[config.mk]
export PLATFORM = sky130hd
export DESIGN_NAME = key_press_qualifier_autorepeat_flat
export DESIGN_NICKNAME = d
export VERILOG_FILES = /design/src/rtl/core/kpq_pkg.sv /design/src/rtl/core/kpq_if.sv /design/src/rtl/core/kpq_key_cell.sv /design/src/rtl/core/key_press_qualifier_autorepeat.sv /design/src/flat_wrapper.sv
export SDC_FILE = /design/constraint.sdc
export NUM_CORES = 1
export LEC_CHECK = 0
export BUFFER_PORTS_ARGS = -buffer_cell sky130_fd_sc_hd__buf_4
export CAP_MARGIN = 15
export CORE_ASPECT_RATIO = 0.8
export CORE_MARGIN = 2
export CORE_UTILIZATION = 31
export CTS_CLUSTER_DIAMETER = 120
export DETAILED_ROUTE_END_ITERATION = 16
export PLACE_DENSITY = 0.57
export SKIP_CTS_REPAIR_TIMING = 1
export SLEW_MARGIN = 20
export SYNTH_ARGS = -nofsm -noshare
export SYNTH_HDL_FRONTEND = slang
export SYNTH_HIERARCHICAL = 1
export SYNTH_SLANG_ARGS = --single-unit
[constraint.sdc]
create_clock -name clk -period 4.5 [get_ports clk]
set_input_delay 0.9 -clock clk [delete_from_list [all_inputs] [get_ports clk]]
set_output_delay 0.9 -clock clk [all_outputs]
set_load 0.005 [all_outputs]
[src/rtl/core/kpq_pkg.sv]
// Package for the key press qualifier: sizes, request codes, register indexes
// and the control bundle that the top level sends to each key cell.
// No dependencies.
package kpq_pkg;

    localparam int NUM_KEYS    = 3;
    localparam int COUNT_WIDTH = 16;
    localparam int THR_W       = 16;
    localparam int KEY_IDX_W   = 2;
    localparam int APB_ADDR_W  = 3;
    localparam int APB_DATA_W  = 32;
    localparam int CMP_W       = (COUNT_WIDTH > THR_W) ? COUNT_WIDTH : THR_W;

    localparam logic [KEY_IDX_W-1:0] LAST_KEY   = KEY_IDX_W'(NUM_KEYS - 1);
    localparam logic [THR_W-1:0]     THR_RESET  = THR_W'(100);

    // request kinds
    localparam logic REQ_TICK  = 1'b0;
    localparam logic REQ_CHECK = 1'b1;

    // register index, taken from paddr[2]
    localparam logic REG_REPEAT_MASK = 1'b0;
    localparam logic REG_HOLD_THR    = 1'b1;

    typedef struct packed {
        logic tick;       // tick request being applied this cycle
        logic pin_low;    // key pin sampled low
        logic repeat_en;  // auto-repeat enabled for this key
        logic clear;      // check request clears the latch
    } kpq_cell_ctrl_t;

endpackage

[src/rtl/core/kpq_if.sv]
// Valid/ready channel interfaces for the key press qualifier: requests in,
// results out. Depends on kpq_pkg.
interface kpq_req_if
    import kpq_pkg::*;
();
    logic                 valid;
    logic                 ready;
    logic                 req_type;
    logic [NUM_KEYS-1:0]  pin_levels;
    logic [KEY_IDX_W-1:0] key_index;

    modport source (output valid, output req_type, output pin_levels, output key_index,
                    input ready);
    modport sink   (input valid, input req_type, input pin_levels, input key_index,
                    output ready);
endinterface

interface kpq_rsp_if;
    logic valid;
    logic ready;
    logic key_pressed;

    modport source (output valid, output key_pressed, input ready);
    modport sink   (input valid, input key_pressed, output ready);
endinterface

[src/rtl/core/kpq_key_cell.sv]
// State of one key: saturating hold counter, repeat lock and press latch.
// Depends on kpq_pkg.
module kpq_key_cell
    import kpq_pkg::*;
(
    input  logic                 clk,
    input  logic                 rst_n,
    input  kpq_cell_ctrl_t       ctrl,
    input  logic [THR_W-1:0]     threshold,
    output logic                 latch
);

    localparam logic [COUNT_WIDTH-1:0] COUNT_MAX = '1;

    logic [COUNT_WIDTH-1:0] count_reg, count_next, count_inc;
    logic                   lock_reg, lock_next;
    logic                   latch_reg, latch_next;
    logic                   over;

    assign count_inc = (count_reg == COUNT_MAX) ? count_reg : count_reg + 1'b1;
    assign over      = CMP_W'(count_inc) > CMP_W'(threshold);

    always_comb
    begin
        count_next = count_reg;
        lock_next  = lock_reg;
        latch_next = latch_reg;
        if (ctrl.tick)
        begin
            if (ctrl.pin_low)
            begin
                count_next = count_inc;
                if (over)
                begin
                    if (ctrl.repeat_en)
                    begin
                        latch_next = 1'b1;
                        count_next = '0;
                    end
                    else if (!lock_reg)
                    begin
                        lock_next  = 1'b1;
                        latch_next = 1'b1;
                    end
                end
            end
            else
            begin
                count_next = '0;
                lock_next  = 1'b0;
            end
        end
        else if (ctrl.clear)
        begin
            latch_next = 1'b0;
        end
    end

    always_ff @(posedge clk or negedge rst_n)
    begin
        if (!rst_n)
        begin
            count_reg <= '0;
            lock_reg  <= 1'b0;
            latch_reg <= 1'b0;
        end
        else
        begin
            count_reg <= count_next;
            lock_reg  <= lock_next;
            latch_reg <= latch_next;
        end
    end

    assign latch = latch_reg;

endmodule

[src/rtl/core/key_press_qualifier_autorepeat.sv]
// Key press qualifier with auto-repeat for three active-low keys.
// Path: an accepted check passes the request register, then the result register;
// a tick gives no result.
// Throughput: one request per cycle; only a waiting check stalls the request stage.
// Reset (rst_n, async, active low): counters, locks, latches and valids clear,
// repeat mask resets to 0 and hold threshold to 100.
module key_press_qualifier_autorepeat
    import kpq_pkg::*;
(
    input  logic                  clk,
    input  logic                  rst_n,
    kpq_req_if.sink               req,
    kpq_rsp_if.source             rsp,
    input  logic                  psel,
    input  logic                  penable,
    input  logic                  pwrite,
    input  logic [APB_ADDR_W-1:0] paddr,
    input  logic [APB_DATA_W-1:0] pwdata,
    output logic [APB_DATA_W-1:0] prdata,
    output logic                  pready
);

    // ---------------------------------------------------------------
    // Configuration registers. Register index is paddr[2]; the low
    // address bits are not decoded.
    // ---------------------------------------------------------------
    logic [NUM_KEYS-1:0] repeat_mask_reg;
    logic [THR_W-1:0]    thr_reg;
    logic                cfg_wr;

    assign pready = 1'b1;
    assign cfg_wr = psel && penable && pwrite;

    always_ff @(posedge clk or negedge rst_n)
    begin
        if (!rst_n)
        begin
            repeat_mask_reg <= '0;
            thr_reg         <= THR_RESET;
        end
        else if (cfg_wr)
        begin
            unique case (paddr[2])
                REG_REPEAT_MASK: repeat_mask_reg <= pwdata[NUM_KEYS-1:0];
                REG_HOLD_THR:    thr_reg         <= pwdata[THR_W-1:0];
                default:         ;
            endcase
        end
    end

    always_comb
    begin
        unique case (paddr[2])
            REG_REPEAT_MASK: prdata = APB_DATA_W'(repeat_mask_reg);
            REG_HOLD_THR:    prdata = APB_DATA_W'(thr_reg);
            default:         prdata = '0;
        endcase
    end

    // ---------------------------------------------------------------
    // Request register. Hold it while a check cannot hand its result
    // to a full, stalled result register; advance otherwise.
    // ---------------------------------------------------------------
    logic                 req_valid_reg;
    logic                 req_type_reg;
    logic [NUM_KEYS-1:0]  pin_reg;
    logic [KEY_IDX_W-1:0] idx_reg;
    logic                 out_valid_reg;
    logic                 out_data_reg;
    logic                 advance;
    logic                 take;

    assign advance   = req_valid_reg &&
                       (req_type_reg == REQ_TICK || !out_valid_reg || rsp.ready);
    assign req.ready = !req_valid_reg || advance;
    assign take      = req.valid && req.ready;

    always_ff @(posedge clk or negedge rst_n)
    begin
        if (!rst_n)
        begin
            req_valid_reg <= 1'b0;
        end
        else if (take)
        begin
            req_valid_reg <= 1'b1;
        end
        else if (advance)
        begin
            req_valid_reg <= 1'b0;
        end
    end

    always_ff @(posedge clk)
    begin
        if (take)
        begin
            req_type_reg <= req.req_type;
            pin_reg      <= req.pin_levels;
            idx_reg      <= req.key_index;
        end
    end

    // ---------------------------------------------------------------
    // Key cells. A tick updates every key; a check clears only the
    // named key, and an index beyond the last key touches nothing.
    // ---------------------------------------------------------------
    logic [NUM_KEYS-1:0] latch_vec;
    logic                idx_ok;
    logic                do_tick;
    logic                do_check;

    assign idx_ok   = idx_reg <= LAST_KEY;
    assign do_tick  = advance && req_type_reg == REQ_TICK;
    assign do_check = advance && req_type_reg == REQ_CHECK;

    for (genvar k = 0; k < NUM_KEYS; k++)
    begin : g_key
        kpq_cell_ctrl_t ctrl;

        assign ctrl.tick      = do_tick;
        assign ctrl.pin_low   = !pin_reg[k];
        assign ctrl.repeat_en = repeat_mask_reg[k];
        assign ctrl.clear     = do_check && idx_ok && idx_reg == KEY_IDX_W'(k);

        kpq_key_cell u_cell (
            .clk       (clk),
            .rst_n     (rst_n),
            .ctrl      (ctrl),
            .threshold (thr_reg),
            .latch     (latch_vec[k])
        );
    end

    // ---------------------------------------------------------------
    // Result register: the latch value before clearing, 0 for a bad index.
    // ---------------------------------------------------------------
    always_ff @(posedge clk or negedge rst_n)
    begin
        if (!rst_n)
        begin
            out_valid_reg <= 1'b0;
        end
        else if (do_check)
        begin
            out_valid_reg <= 1'b1;
        end
        else if (rsp.ready)
        begin
            out_valid_reg <= 1'b0;
        end
    end

    always_ff @(posedge clk)
    begin
        if (do_check)
        begin
            out_data_reg <= idx_ok ? latch_vec[idx_reg] : 1'b0;
        end
    end

    assign rsp.valid       = out_valid_reg;
    assign rsp.key_pressed = out_data_reg;

endmodule

[src/flat_wrapper.sv]
// flat-port wrapper written by rule: the top's interface ports become plain ports
module key_press_qualifier_autorepeat_flat import kpq_pkg::*;
  (clk, rst_n, psel, penable, pwrite, paddr, pwdata, prdata, pready, req_valid, req_req_type, req_pin_levels, req_key_index, req_ready, rsp_valid, rsp_key_pressed, rsp_ready);
  kpq_req_if req_i ();
  kpq_rsp_if rsp_i ();
  input  logic clk;
  input  logic rst_n;
  input  logic psel;
  input  logic penable;
  input  logic pwrite;
  input  logic [APB_ADDR_W-1:0] paddr;
  input  logic [APB_DATA_W-1:0] pwdata;
  output logic [APB_DATA_W-1:0] prdata;
  output logic pready;
  input wire logic [$bits(req_i.valid)-1:0] req_valid;
  input wire logic [$bits(req_i.req_type)-1:0] req_req_type;
  input wire logic [$bits(req_i.pin_levels)-1:0] req_pin_levels;
  input wire logic [$bits(req_i.key_index)-1:0] req_key_index;
  output wire logic [$bits(req_i.ready)-1:0] req_ready;
  output wire logic [$bits(rsp_i.valid)-1:0] rsp_valid;
  output wire logic [$bits(rsp_i.key_pressed)-1:0] rsp_key_pressed;
  input wire logic [$bits(rsp_i.ready)-1:0] rsp_ready;
  assign req_i.valid = req_valid;
  assign req_i.req_type = req_req_type;
  assign req_i.pin_levels = req_pin_levels;
  assign req_i.key_index = req_key_index;
  assign req_ready = req_i.ready;
  assign rsp_valid = rsp_i.valid;
  assign rsp_key_pressed = rsp_i.key_pressed;
  assign rsp_i.ready = rsp_ready;
  key_press_qualifier_autorepeat u_core (.clk(clk), .rst_n(rst_n), .req(req_i), .rsp(rsp_i), .psel(psel), .penable(penable), .pwrite(pwrite), .paddr(paddr), .pwdata(pwdata), .prdata(prdata), .pready(pready));
endmodule
==> results of run 1 <==
[final cells by class]
type / count / area (µm²) / share of cell area [%]
Tap cell: 264 / 330.3 / 4.668
Multi-Input combinational cell: 515 / 3612 / 51.05
Clock buffer: 9 / 225.2 / 3.183
Inverter: 83 / 311.5 / 4.403
Clock inverter: 7 / 76.32 / 1.079
Sequential cell: 82 / 2091 / 29.55
Timing Repair Buffer: 55 / 429.2 / 6.065
[through the flow]
stage | setup WS (ns) | cell area (µm²) | total power [mW] | utilization, %
after floorplan | 1.005 | 6280 | 1.276 | -
after global placement | 0.4686 | 6770 | 1.467 | 34.29
after detailed placement | 0.4270 | 6770 | 1.475 | 34.29
after CTS | 0.4088 | 7072 | 2.255 | 35.82
after global routing | 0.04694 | 7076 | 2.368 | 35.84
final | 0.3913 | 7076 | 2.224 | 35.84
[per-layer routing]
layer	global-route usage [%]	up-vias
met5	0	-
met4	3.227	0
met3	3.062	9
met2	23.15	137
met1	23.50	2488
li1	-	2581
[worst max-delay path, stage by stage (launching register included)]
cell	delay [ns]
dfrtp_1	0.41
ha_1	0.18
and2_1	0.30
nand4_4	0.21
or4_4	0.65
and4_1	0.26
xnor2_1	0.27
ha_1	0.29
nand2_1	0.08
nor4_1	0.06
a21boi_0	0.14
o311ai_1	0.44
buf_12	0.19
nand3_1	0.24
o22ai_1	0.28
[worst paths after layout]
kind	end	from	slack, ns
max in group asynchronous	u_core/thr_reg[13]	rst_n	3.41
max	u_core/g_key[0].u_cell/count_reg[4]	u_core/g_key[0].u_cell/count_reg[0]	0.39
min in group asynchronous	u_core/g_key[0].u_cell/count_reg[5]	rst_n	0.60
min	u_core/g_key[2].u_cell/latch	u_core/g_key[2].u_cell/latch	0.54
max reg2reg	u_core/g_key[0].u_cell/count_reg[4]	u_core/g_key[0].u_cell/count_reg[0]	0.39
min reg2reg	u_core/g_key[2].u_cell/latch	u_core/g_key[2].u_cell/latch	0.54
[cell usage in the layout (no fill, tap or decap), drive strengths merged, types with 4 or more instances in the layout]
| cell type | instances |
|---|---|
| nor4 | 11 |
| o21bai | 4 |
| nand2 | 79 |
| clkinv | 5 |
| o22ai | 14 |
| or3 | 11 |
| dfrtp | 72 |
| nand2b | 7 |
| o211ai | 4 |
| a32o | 8 |
| xor2 | 5 |
| nand3b | 4 |
| conb | 17 |
| and3 | 4 |
| a21oi | 35 |
| nor2 | 26 |
| xnor2 | 14 |
| or2 | 6 |
| and2 | 17 |
| o21ai | 16 |
| nor3 | 17 |
| nand3 | 26 |
| nand4b | 4 |
| mux2 | 26 |
| a31o | 5 |
| inv | 83 |
| edfxtp | 7 |
| o2bb2ai | 5 |
| nand4 | 29 |
| o311ai | 5 |
| o221ai | 8 |
| buf | 55 |
| nor2b | 9 |
| clkbuf | 9 |
| ha | 51 |
| o21a | 8 |
| a31oi | 19 |
[logic make-up after synthesis]
family / share of synthesized area [%]
simple gates: 22.20
compound gates: 16.10
buf+inv: 9.308
flops: 33.59
fa+ha+maj: 10.25
mux: 5.750
xor+xnor: 2.674
other cells: 0.1207
[power breakdown]
part	switching, mW	internal, mW	total, mW
combinational	0.277	0.253	0.530
clock	0.329	0.434	0.763
sequential	0.109	0.822	0.931
==> summary.txt, run 1 <==
Status
  – Status: finished clean

Cells and area
  – Fillers: 2016
  – # diodes: 0
  – Nets: 845
  – Area grow syn2layout: 13.69%
  – Non-Filler Instances: 1015
  – Layout cells sized above 1: 16.78%
  – Max FFs per register: 48

Placement
  – Final HPWL DP: 11630 µm
  – Port bufs: 48
  – Final RePlAce weighted congestion: 0.8233
  – Placed instance count: 999

Synth
  – Post-synth EDFFs: 7
  – Primary FF master, synth: dfrtp_1
  – Most numerous cell in the Yosys netlist: inv_1
  – Post-Syn Instances: 705
  – Syn avg cell area: 8.828 µm²
  – Async SR Flop Fraction: 91.46%
  – Yosys reg bits: 82
  – Yosys warns: 6
  – Dominant cell type by area after synthesis: dfrtp_1
  – Unique masters post-synth: 61
  – Share of the synthesized area in the top cell type: 28.95%
  – Post-Syn Area: 0.006223 mm²
  – Top post-synthesis cells by area: dfrtp_1 (29%), ha_1 (10%), inv_1 (4.9%)
  – Seq/Total Area, Yosys: 33.59%
  – Synth top cells by count: inv_1 (81), nand2_1 (79), dfrtp_1 (72)

Power and ir drop
  – Power per standard cell area: 314.4 mW/mm²
  – Leak: 3.226 nW
  – VDD IR max: 0.1952 mV

Routing
  – WL met2: 6761 µm
  – Top Layer Used: met4
  – DRT Pass-1 Iters: 5
  – Post-route ant nets: 0
  – M1 wire length: 8285 µm
  – Routed vias/inst: 5.138
  – Routed vias: 5215
  – Wirelength, routed: 15940 µm
  – WL met3: 777 µm
  – DR DRC count: 0
  – WL/cell: 15.71 µm
  – Initial DRC count: 383

CTS
  – Clock root cell: clkbuf_16
  – CTS Sinks: 82
  – Htree depth: 3
  – CTS tree: done
  – CTS buffer count: 9
  – CTS clock-pin slew for the worst setup and hold paths: 0.07 ns
  – Clock Path Buffers: 2
  – Worst-skew pair later-pin latency: 0.34 ns

Setup path
  – Critical Path Source Type: register
  – Critical Path Sink Type: register
  – Worst EP required: 4.75 ns
  – CP Class: register to register
  – Reg2reg path depth: 14
  – Critical Path AT: 4.36 ns
  – Crit-path max FO: 13

Floorplan
  – Die ar.: 0.02123 mm²
  – Die X: 162.4 µm
  – Initial Util: 31.52%
  – FP Rows: 46
  – Die height: 130.7 µm
  – Core ar.: 0.01974 mm²
  – Io pins: 84

Run
  – Max Cap Violations: 0

GRT
  – Grt ovf: 0
  – Global-route wire length before repair: 25910 µm
  – Largest net degree at the start of global routing: 76
  – GRT Overall Usage: 15.62%
  – Vias in the first global route: 4825
  – Antenna violations before repair: 0

STA
  – Hold_ws: 0.5440 ns
  – Crit share post-route: 91.30%
  – Min cycle time layout: 4.109 ns
  – Clk_skew: 0.008875 ns
  – Unrepaired setup endpoints after global routing: no
  – Max Fclk: 243.4 MHz
  – Final slew viol count: 0
  – Max-Slew Margin vs Limit: 51.59%
  – Final setup TNS: 0 ns
  – Final Hold Violating Endpoints: 0
  – Worst slew pin tran: 0.7262 ns
  – Final number of setup-violating endpoints: 0

Min path
  – Worst hold stages: 2
  – HP Class: register to register
(Power assumes the default switching activity.)
==> run 2, diff against run 1 <==
--- a/config.mk
+++ b/config.mk
@@ -5,7 +5,7 @@
 export SDC_FILE = /design/constraint.sdc
 export NUM_CORES = 1
 export LEC_CHECK = 0
-export BUFFER_PORTS_ARGS = -buffer_cell sky130_fd_sc_hd__buf_4
+export BUFFER_PORTS_ARGS = -buffer_cell sky130_fd_sc_hd__buf_2
 export CAP_MARGIN = 15
 export CORE_ASPECT_RATIO = 0.8
 export CORE_MARGIN = 2
@@ -17,5 +17,4 @@
 export SLEW_MARGIN = 20
 export SYNTH_ARGS = -nofsm -noshare
 export SYNTH_HDL_FRONTEND = slang
-export SYNTH_HIERARCHICAL = 1
 export SYNTH_SLANG_ARGS = --single-unit
==> run 2 against run 1 <==
Critical endpoint is now u_core.g_key[2].u_cell.count_reg[7]. Largest power group unchanged. Critical path type unchanged. Fmax rose by 2.7%. Utilization is 0.64 points lower. Synthesized cell count is 10% lower. Wire length down 4.8%. Final cell count decreased by 8.6%. Largest cell class unchanged. Via count fell by 8.9%. Clock skew about the same. First-iteration DRC count decreased by 27%.
==> summary.txt, run 2 <==
STA
  – Unrepaired setup endpoints after global routing: no
  – Min cycle time layout: 3.999 ns (-0.1096 ns)
  – Crit share post-route: 88.87% (-2.4 points)
  – Final worst slack: 0.5009 ns (+0.1096 ns)
  – Final Hold Violating Endpoints: 0 (unchanged)
  – Final slew viol count: 0 (unchanged)
  – Max-Slew Margin vs Limit: 36.23% (-15 points)
  – Worst slew pin tran: 0.9538 ns (+0.2276 ns)
  – Final number of setup-violating endpoints: 0 (unchanged)
  – Clk_skew: 0.008739 ns (-0.0001363 ns)
  – Final setup TNS: 0 ns (unchanged)
  – Max Fclk: 250.1 MHz (+2.7%)
  – Hold_ws: 0.5019 ns (-0.04208 ns)

Routing
  – Wirelength, routed: 15180 µm (-4.8%)
  – DRT Pass-1 Iters: 5 (unchanged)
  – DR DRC count: 0 (unchanged)
  – WL/cell: 16.35 µm (+4.1%)
  – Routed vias: 4750 (-8.9%)
  – Post-route ant nets: 0 (unchanged)
  – Routed vias/inst: 5.119 (-0.38%)
  – Initial DRC count: 281 (-27%)

Cells and area
  – Layout cells sized above 1: 16.42% (-0.36 points)
  – Post-layout instance area: 0.006639 mm² (-6.2%)
  – Max FFs per register: 48 (unchanged)
  – # diodes: 0 (unchanged)
  – Fillers: 1950 (-3.3%)
  – Non-Filler Instances: 928 (-8.6%)
  – Nets: 764 (-9.6%)
  – Area grow syn2layout: 11.85%
  – Most frequent cells in the layout: dfrtp_1 (72), ha_1 (51), nand2_1 (49)
  – Most common cell after layout, fill and taps aside: dfrtp_1

Synth
  – Unique masters post-synth: 68 (+11%)
  – Dominant cell type by area after synthesis: dfrtp_1
  – Yosys reg bits: 82 (unchanged)
  – Share of the synthesized area in the top cell type: 30.35% (+1.4 points)
  – Post-Syn Instances: 633 (-10%)
  – Async SR Flop Fraction: 91.46% (unchanged)
  – Primary FF master, synth: dfrtp_1
  – Post-synth EDFFs: 7 (unchanged)
  – Post-Syn Area: 0.005936 mm² (-4.6%)
  – Most numerous cell in the Yosys netlist: dfrtp_1
  – Yosys warns: 0 (-6)
  – Synth top cells by count: dfrtp_1 (72), ha_1 (51), nand2_1 (49)
  – Top post-synthesis cells by area: dfrtp_1 (30%), ha_1 (11%), mux2_2 (4.7%)
  – Syn avg cell area: 9.377 µm² (+6.2%)
  – Seq/Total Area, Yosys: 35.22% (+1.6 points)

CTS
  – Clock root cell: clkbuf_16
  – CTS tree: done
  – CTS buffer count: 9 (unchanged)
  – Worst-skew pair later-pin latency: 0.36 ns (+0.02 ns)
  – CTS Sinks: 82 (unchanged)
  – Htree depth: 3 (unchanged)
  – Clock Path Buffers: 2 (unchanged)
  – CTS clock-pin slew for the worst setup and hold paths: 0.07 ns (about the same)

Run
  – Max Cap Violations: 0 (unchanged)

Power and ir drop
  – Power per standard cell area: 331.6 mW/mm² (+5.5%)
  – Leak: 3.129 nW (-3.0%)
  – Clock share of power: 34.6% (+0.3 points)
  – Switching power: 0.7572 mW (+5.9%)
  – P_int: 1.444 mW (-4.3%)
  – Combinational fraction of design power: 23.9% (about the same)
  – VDD IR max: 0.1971 mV (+0.94%)
  – Sequential share of power: 41.5% (-0.4 points)
  – Switching part of the total: 34.40% (+2.3 points)

Placement
  – Dpl ws: 0.5608 ns (+0.1338 ns)
  – Port bufs: 48 (unchanged)
  – Area after DPL: 0.006334 mm² (-6.4%)
  – Placed instance count: 912 (-8.7%)
  – Final RePlAce weighted congestion: 0.7915 (-3.9%)
  – Final HPWL DP: 11170 µm (-4.0%)

Setup path
  – Worst EP required: 4.74 ns (about the same)
  – Critical Path Sink Type: register
  – Critical Path Source Type: register
  – CP Class: register to register
  – Crit-path max FO: 11 (-2)
  – Critical Path AT: 4.24 ns (-0.12 ns)

Floorplan
  – Die ar.: 0.02028 mm² (-4.5%)
  – FP Rows: 45 (-2.2%)
  – Io pins: 84 (unchanged)
  – Initial Util: 31.47% (-0.056 points)
  – Die height: 127.8 µm (-2.3%)
  – Core ar.: 0.01886 mm² (-4.5%)
  – Die X: 158.7 µm (-2.3%)

GRT
  – Antenna violations before repair: 0 (unchanged)
  – Largest net degree at the start of global routing: 76 (unchanged)
  – Grt ovf: 0 (unchanged)
  – Global-route wire length before repair: 24390 µm (-5.9%)
  – GRT Overall Usage: 15.48% (-0.14 points)
  – Vias in the first global route: 4305 (-11%)

Status
  – Status: finished clean

Min path
  – HP Class: register to register
==> run 2: path summary, 6_finish.rpt <==
check / start / endpoint / slack [ns] / cells after the start
setup / recovery: u_core.g_key[2].u_cell.count_reg[0] / u_core.g_key[2].u_cell.count_reg[7] / 0.50 / 13
hold / removal: u_core.idx_reg[0] / u_core.g_key[1].u_cell.latch / 0.50 / 1
setup reg to reg: u_core.g_key[2].u_cell.count_reg[0] / u_core.g_key[2].u_cell.count_reg[7] / 0.50 / 13
hold reg to reg: u_core.idx_reg[0] / u_core.g_key[1].u_cell.latch / 0.50 / 1
max in group asynchronous: rst_n / u_core.g_key[1].u_cell.count_reg[14] / 3.44 / 1
min in group asynchronous: rst_n / u_core.g_key[2].u_cell.count_reg[12] / 0.58 / 1
==> run 2: cell families after synthesis <==
kind of cell,count (synthesis),share of synthesized area [%]
adder cells (fa/ha/maj),51,10.75
XOR/XNOR,34,5.017
flip-flops,82,35.22
other,2,0.1265
multiplexers,35,6.429
AO/OA/AOI/OAI,143,16.53
buffers and inverters,72,5.965
AND/OR/NAND/NOR,214,19.96
==> run 2: per-stage QoR <==
| stage | utilization [%] | total power, mW |
|---|---|---|
| after global placement | 33.58 | 1.443 |
| after global routing | 35.20 | 2.348 |
| final | 35.20 | 2.201 |
| after detailed placement | 33.58 | 1.451 |
| after floorplan | - | 1.274 |
| after CTS | 35.18 | 2.221 |
==> run 2: critical path: stages, from the launching register on <==
cell	delay, ns
dfrtp_1	0.49
ha_1	0.22
and2_1	0.17
and4_1	0.33
nand2_1	0.33
and3_1	0.32
xor2_1	0.19
ha_1	0.34
nand4_1	0.16
a2111o_1	0.41
a311oi_2	0.30
nor3_1	0.15
buf_4	0.24
a22o_1	0.23
==> run 2: power by group through the flow <==
stage          clock network [mW]  registers, mW  logic [mW]
2_1_floorplan                   0          0.891       0.382
3_3_place_gp                    0          0.924       0.519
3_5_place_dp                    0          0.926       0.524
4_1_cts                     0.782          0.912       0.527
5_1_grt                     0.818          0.928       0.602
6_report                    0.762          0.914       0.525
==> run 2: per-layer routing <==
metal / GRT usage [%] / vias up / part of all wire, % / routed length, µm
li1: - / 2368 / - / -
met4: 4.209 / 0 / 1.1 / 172
met1: 24.08 / 2270 / 55 / 8404
met3: 2.912 / 14 / 4.2 / 638
met2: 21.50 / 98 / 39 / 5961
met5: 0 / - / 0 / 0
==> run 2: final cells by class <==
type                       instances  area, µm²  area share, %
clock buffer                       9      225.2          3.392
sequential                        82       2091          31.49
clock inverter                     7      76.32          1.150
tap                              258      322.8          4.862
multi-input combinational        494       3550          53.47
timing repair buffer              52      276.5          4.165
inverter                          26      97.59          1.470
==> run 3, diff against run 2 <==
--- a/config.mk
+++ b/config.mk
@@ -5,10 +5,10 @@
 export SDC_FILE = /design/constraint.sdc
 export NUM_CORES = 1
 export LEC_CHECK = 0
+export ABC_AREA = 1
 export BUFFER_PORTS_ARGS = -buffer_cell sky130_fd_sc_hd__buf_2
 export CAP_MARGIN = 15
 export CORE_ASPECT_RATIO = 0.8
-export CORE_MARGIN = 2
 export CORE_UTILIZATION = 31
 export CTS_CLUSTER_DIAMETER = 120
 export DETAILED_ROUTE_END_ITERATION = 16
==> run 3 against run 2 <==
Register-to-register slack gained 0.36 ns. Clock-buffer cell count grew 1. Critical path depth grew 3. Via count grew 21%. Die area grew 4.2%. First-iteration DRC count grew 39%. Sequential share of layout area shrank 1.8 points. Power shrank 11%. Sequential cell count is the same. Critical path type unchanged. Critical endpoint is now u_core.g_key[0].u_cell.count_reg[13]. Largest power group unchanged.
==> summary.txt, run 3 <==
Status
  – Status: finished clean

Floorplan
  – Die ar.: 0.02113 mm² (+4.2%)
  – Core ar.: 0.01997 mm² (+5.9%)
  – FP Rows: 46 (+2.2%)
  – Die height: 130.2 µm (+1.9%)
  – Initial Util: 31.89% (+0.43 points)
  – Die X: 162.3 µm (+2.2%)
  – Io pins: 84 (unchanged)

Power and ir drop
  – Power per standard cell area: 276.4 mW/mm² (-17%)
  – Leak: 4.013 nW (+28%)
  – VDD IR max: 0.1710 mV (-13%)
  – Pwr Total: 1.949 mW (-11%)

CTS
  – CTS clock-pin slew for the worst setup and hold paths: 0.07 ns (about the same)
  – CTS buffer count: 9 (unchanged)
  – Worst-skew pair later-pin latency: 0.35 ns (about the same)
  – Clock Path Buffers: 2 (unchanged)
  – CTS tree: done
  – CTS Sinks: 82 (unchanged)
  – Clock root cell: clkbuf_16
  – Htree depth: 3 (unchanged)

STA
  – Worst slew pin tran: 0.7331 ns (-0.2207 ns)
  – Crit share post-route: 80.79% (-8.1 points)
  – Max-Slew Margin vs Limit: 51.01% (+15 points)
  – Max Fclk: 275.1 MHz (+10%)
  – Final Hold Violating Endpoints: 0 (unchanged)
  – Hold_ws: 0.4924 ns (-0.009502 ns)
  – Final slew viol count: 0 (unchanged)
  – Unrepaired setup endpoints after global routing: no
  – Clk_skew: 0.01161 ns (+0.002871 ns)
  – Min cycle time layout: 3.635 ns (-0.3637 ns)
  – Final setup TNS: 0 ns (unchanged)
  – Final number of setup-violating endpoints: 0 (unchanged)
  – Final worst slack: 0.8646 ns (+0.3637 ns)

Routing
  – DR DRC count: 0 (unchanged)
  – WL/cell: 13.08 µm (-20%)
  – Routed vias/inst: 4.596 (-10%)
  – Routed vias: 5749 (+21%)
  – DRT Pass-1 Iters: 7 (+2)
  – Initial DRC count: 390 (+39%)
  – Wirelength, routed: 16360 µm (+7.8%)
  – Post-route ant nets: 0 (unchanged)

Synth
  – Most numerous cell in the Yosys netlist: nand2_1
  – Post-Syn Area: 0.006370 mm² (+7.3%)
  – Seq/Total Area, Yosys: 32.82% (-2.4 points)
  – Post-synth EDFFs: 7 (unchanged)
  – Post-Syn Instances: 942 (+49%)
  – Top post-synthesis cells by area: dfrtp_1 (28%), nand2_1 (19%), ha_1 (10%)
  – Synth top cells by count: nand2_1 (327), inv_1 (128), nor2_1 (97)
  – Share of the synthesized area in the top cell type: 28.29% (-2.1 points)
  – Yosys warns: 0 (unchanged)
  – Syn avg cell area: 6.762 µm² (-28%)
  – Yosys reg bits: 82 (unchanged)
  – Async SR Flop Fraction: 91.46% (unchanged)
  – Primary FF master, synth: dfrtp_1
  – Dominant cell type by area after synthesis: dfrtp_1
  – Unique masters post-synth: 43 (-37%)

Placement
  – Port bufs: 48 (unchanged)
  – Final RePlAce weighted congestion: 0.8494 (+7.3%)
  – Dpl ws: 0.8636 ns (+0.3029 ns)
  – Placed instance count: 1235 (+35%)
  – Area after DPL: 0.006784 mm² (+7.1%)
  – Final HPWL DP: 12130 µm (+8.5%)

Setup path
  – Crit-path max FO: 16 (+5)
  – Critical Path Sink Type: register
  – Worst r2r src: u_core.g_key[0].u_cell.count_reg[0]
  – Crit path top cell by count: nand2_1
  – Max stage delay cell, worst path: nand3_1
  – Worst path max stage delay: 0.54 ns (+0.05 ns)
  – Reg2reg path depth: 16 (+3)
  – Crit path from: u_core.g_key[0].u_cell.count_reg[0]
  – Critical Path Source Type: register
  – Worst EP required: 4.74 ns (about the same)
  – Critical Path AT: 3.87 ns (-0.37 ns)
  – CP Class: register to register
  – Crit-path cells: ha_1, nand3_1, nor2_1, nand3_1, nor2_1, nand2_1, nand2_1, inv_1, ha_1, nand2_1, nor3_1, nand2_1, nand2_1, nand3_1, nand2_1, nand2_1

Cells and area
  – Nets: 1081 (+41%)
  – Most frequent cells in the layout: nand2_1 (327), inv_1 (128), nor2_1 (97)
  – Fillers: 2180 (+12%)
  – Most common cell after layout, fill and taps aside: nand2_1
  – Non-Filler Instances: 1251 (+35%)
  – Max FFs per register: 48 (unchanged)
  – Layout Utilization: 35.31% (+0.11 points)
  – Area grow syn2layout: 10.71%
  – # diodes: 0 (unchanged)
  – Layout cells sized above 1: 9.726% (-6.7 points)
  – Post-layout instance area: 0.007052 mm² (+6.2%)

GRT
  – Global-route wire length before repair: 27170 µm (+11%)
  – Vias in the first global route: 5269 (+22%)
  – Grt ovf: 0 (unchanged)
  – Antenna violations before repair: 0 (unchanged)
  – GRT Overall Usage: 16.55% (+1.1 points)
  – Largest net degree at the start of global routing: 52 (-32%)

Min path
  – Worst hold stages: 2 (+1)
  – HP Class: register to register
  – Hold_sp: u_core.g_key[1].u_cell.lock_reg

Run
  – Max Cap Violations: 0 (unchanged)
==> run 3: cell types whose count changed after synthesis, moves of 24 or more <==
| cell | previous run | this run |
|---|---|---|
| nand3_1 | 15 | 40 |
| nand2_1 | 49 | 327 |
| mux2_2 | 25 | 0 |
| a22o_1 | 24 | 0 |
| inv_1 | 26 | 128 |
| a21oi_1 | 39 | 69 |
| nor2_1 | 29 | 97 |
==> run 3: cell type report <==
| cell class | count | area (µm²) | share of cell area [%] |
|---|---|---|---|
| Timing Repair Buffer | 51 | 265.3 | 3.762 |
| Clock buffer | 10 | 229.0 | 3.247 |
| Sequential cell | 82 | 2091 | 29.65 |
| Inverter | 133 | 501.7 | 7.115 |
| Multi-Input combinational cell | 705 | 3596 | 50.99 |
| Tap cell | 264 | 330.3 | 4.684 |
| Clock inverter | 6 | 38.79 | 0.5500 |
==> run 3: critical path: cells and delay by family, from the launching register on <==
kind	cells	cell delay [ns]
and+or+nand+nor	13	2.45
adders and majority gates	2	0.54
DFF	1	0.47
buffers and inverters	1	0.05
==> run 3: report_power, final <==
part           internal [mW]  switching (mW)
clock                  0.374           0.318
combinational          0.140           0.261
sequential             0.806          0.0509
total                   1.32           0.630
==> run 3: final timing paths <==
check / to / slack, ns
max: u_core.g_key[0].u_cell.count_reg[13] / 0.86
min: u_core.g_key[1].u_cell.lock_reg / 0.49
max reg2reg: u_core.g_key[0].u_cell.count_reg[13] / 0.86
min reg2reg: u_core.g_key[1].u_cell.lock_reg / 0.49
max in group asynchronous: u_core.g_key[1].u_cell.count_reg[13] / 3.05
min in group asynchronous: u_core.g_key[2].u_cell.count_reg[9] / 0.57
==> run 3: kinds of logic after synthesis <==
group,after synthesis,share of synthesized area [%]
AND/OR/NAND/NOR,509,33.45
buffers and inverters,170,11.61
AO/OA/AOI/OAI,103,8.545
flip-flops,82,32.82
adder cells (fa/ha/maj),51,10.02
XOR/XNOR,25,3.437
other,2,0.1179
==> run 3: routing by layer <==
layer / GRT usage (%) / vias to the layer above / routed length, µm
li1: - / 2991 / -
met1: 24.71 / 2623 / 8966
met2: 23.98 / 123 / 6461
met3: 3.338 / 12 / 788
met4: 4.107 / 0 / 146
met5: 0 / - / 0
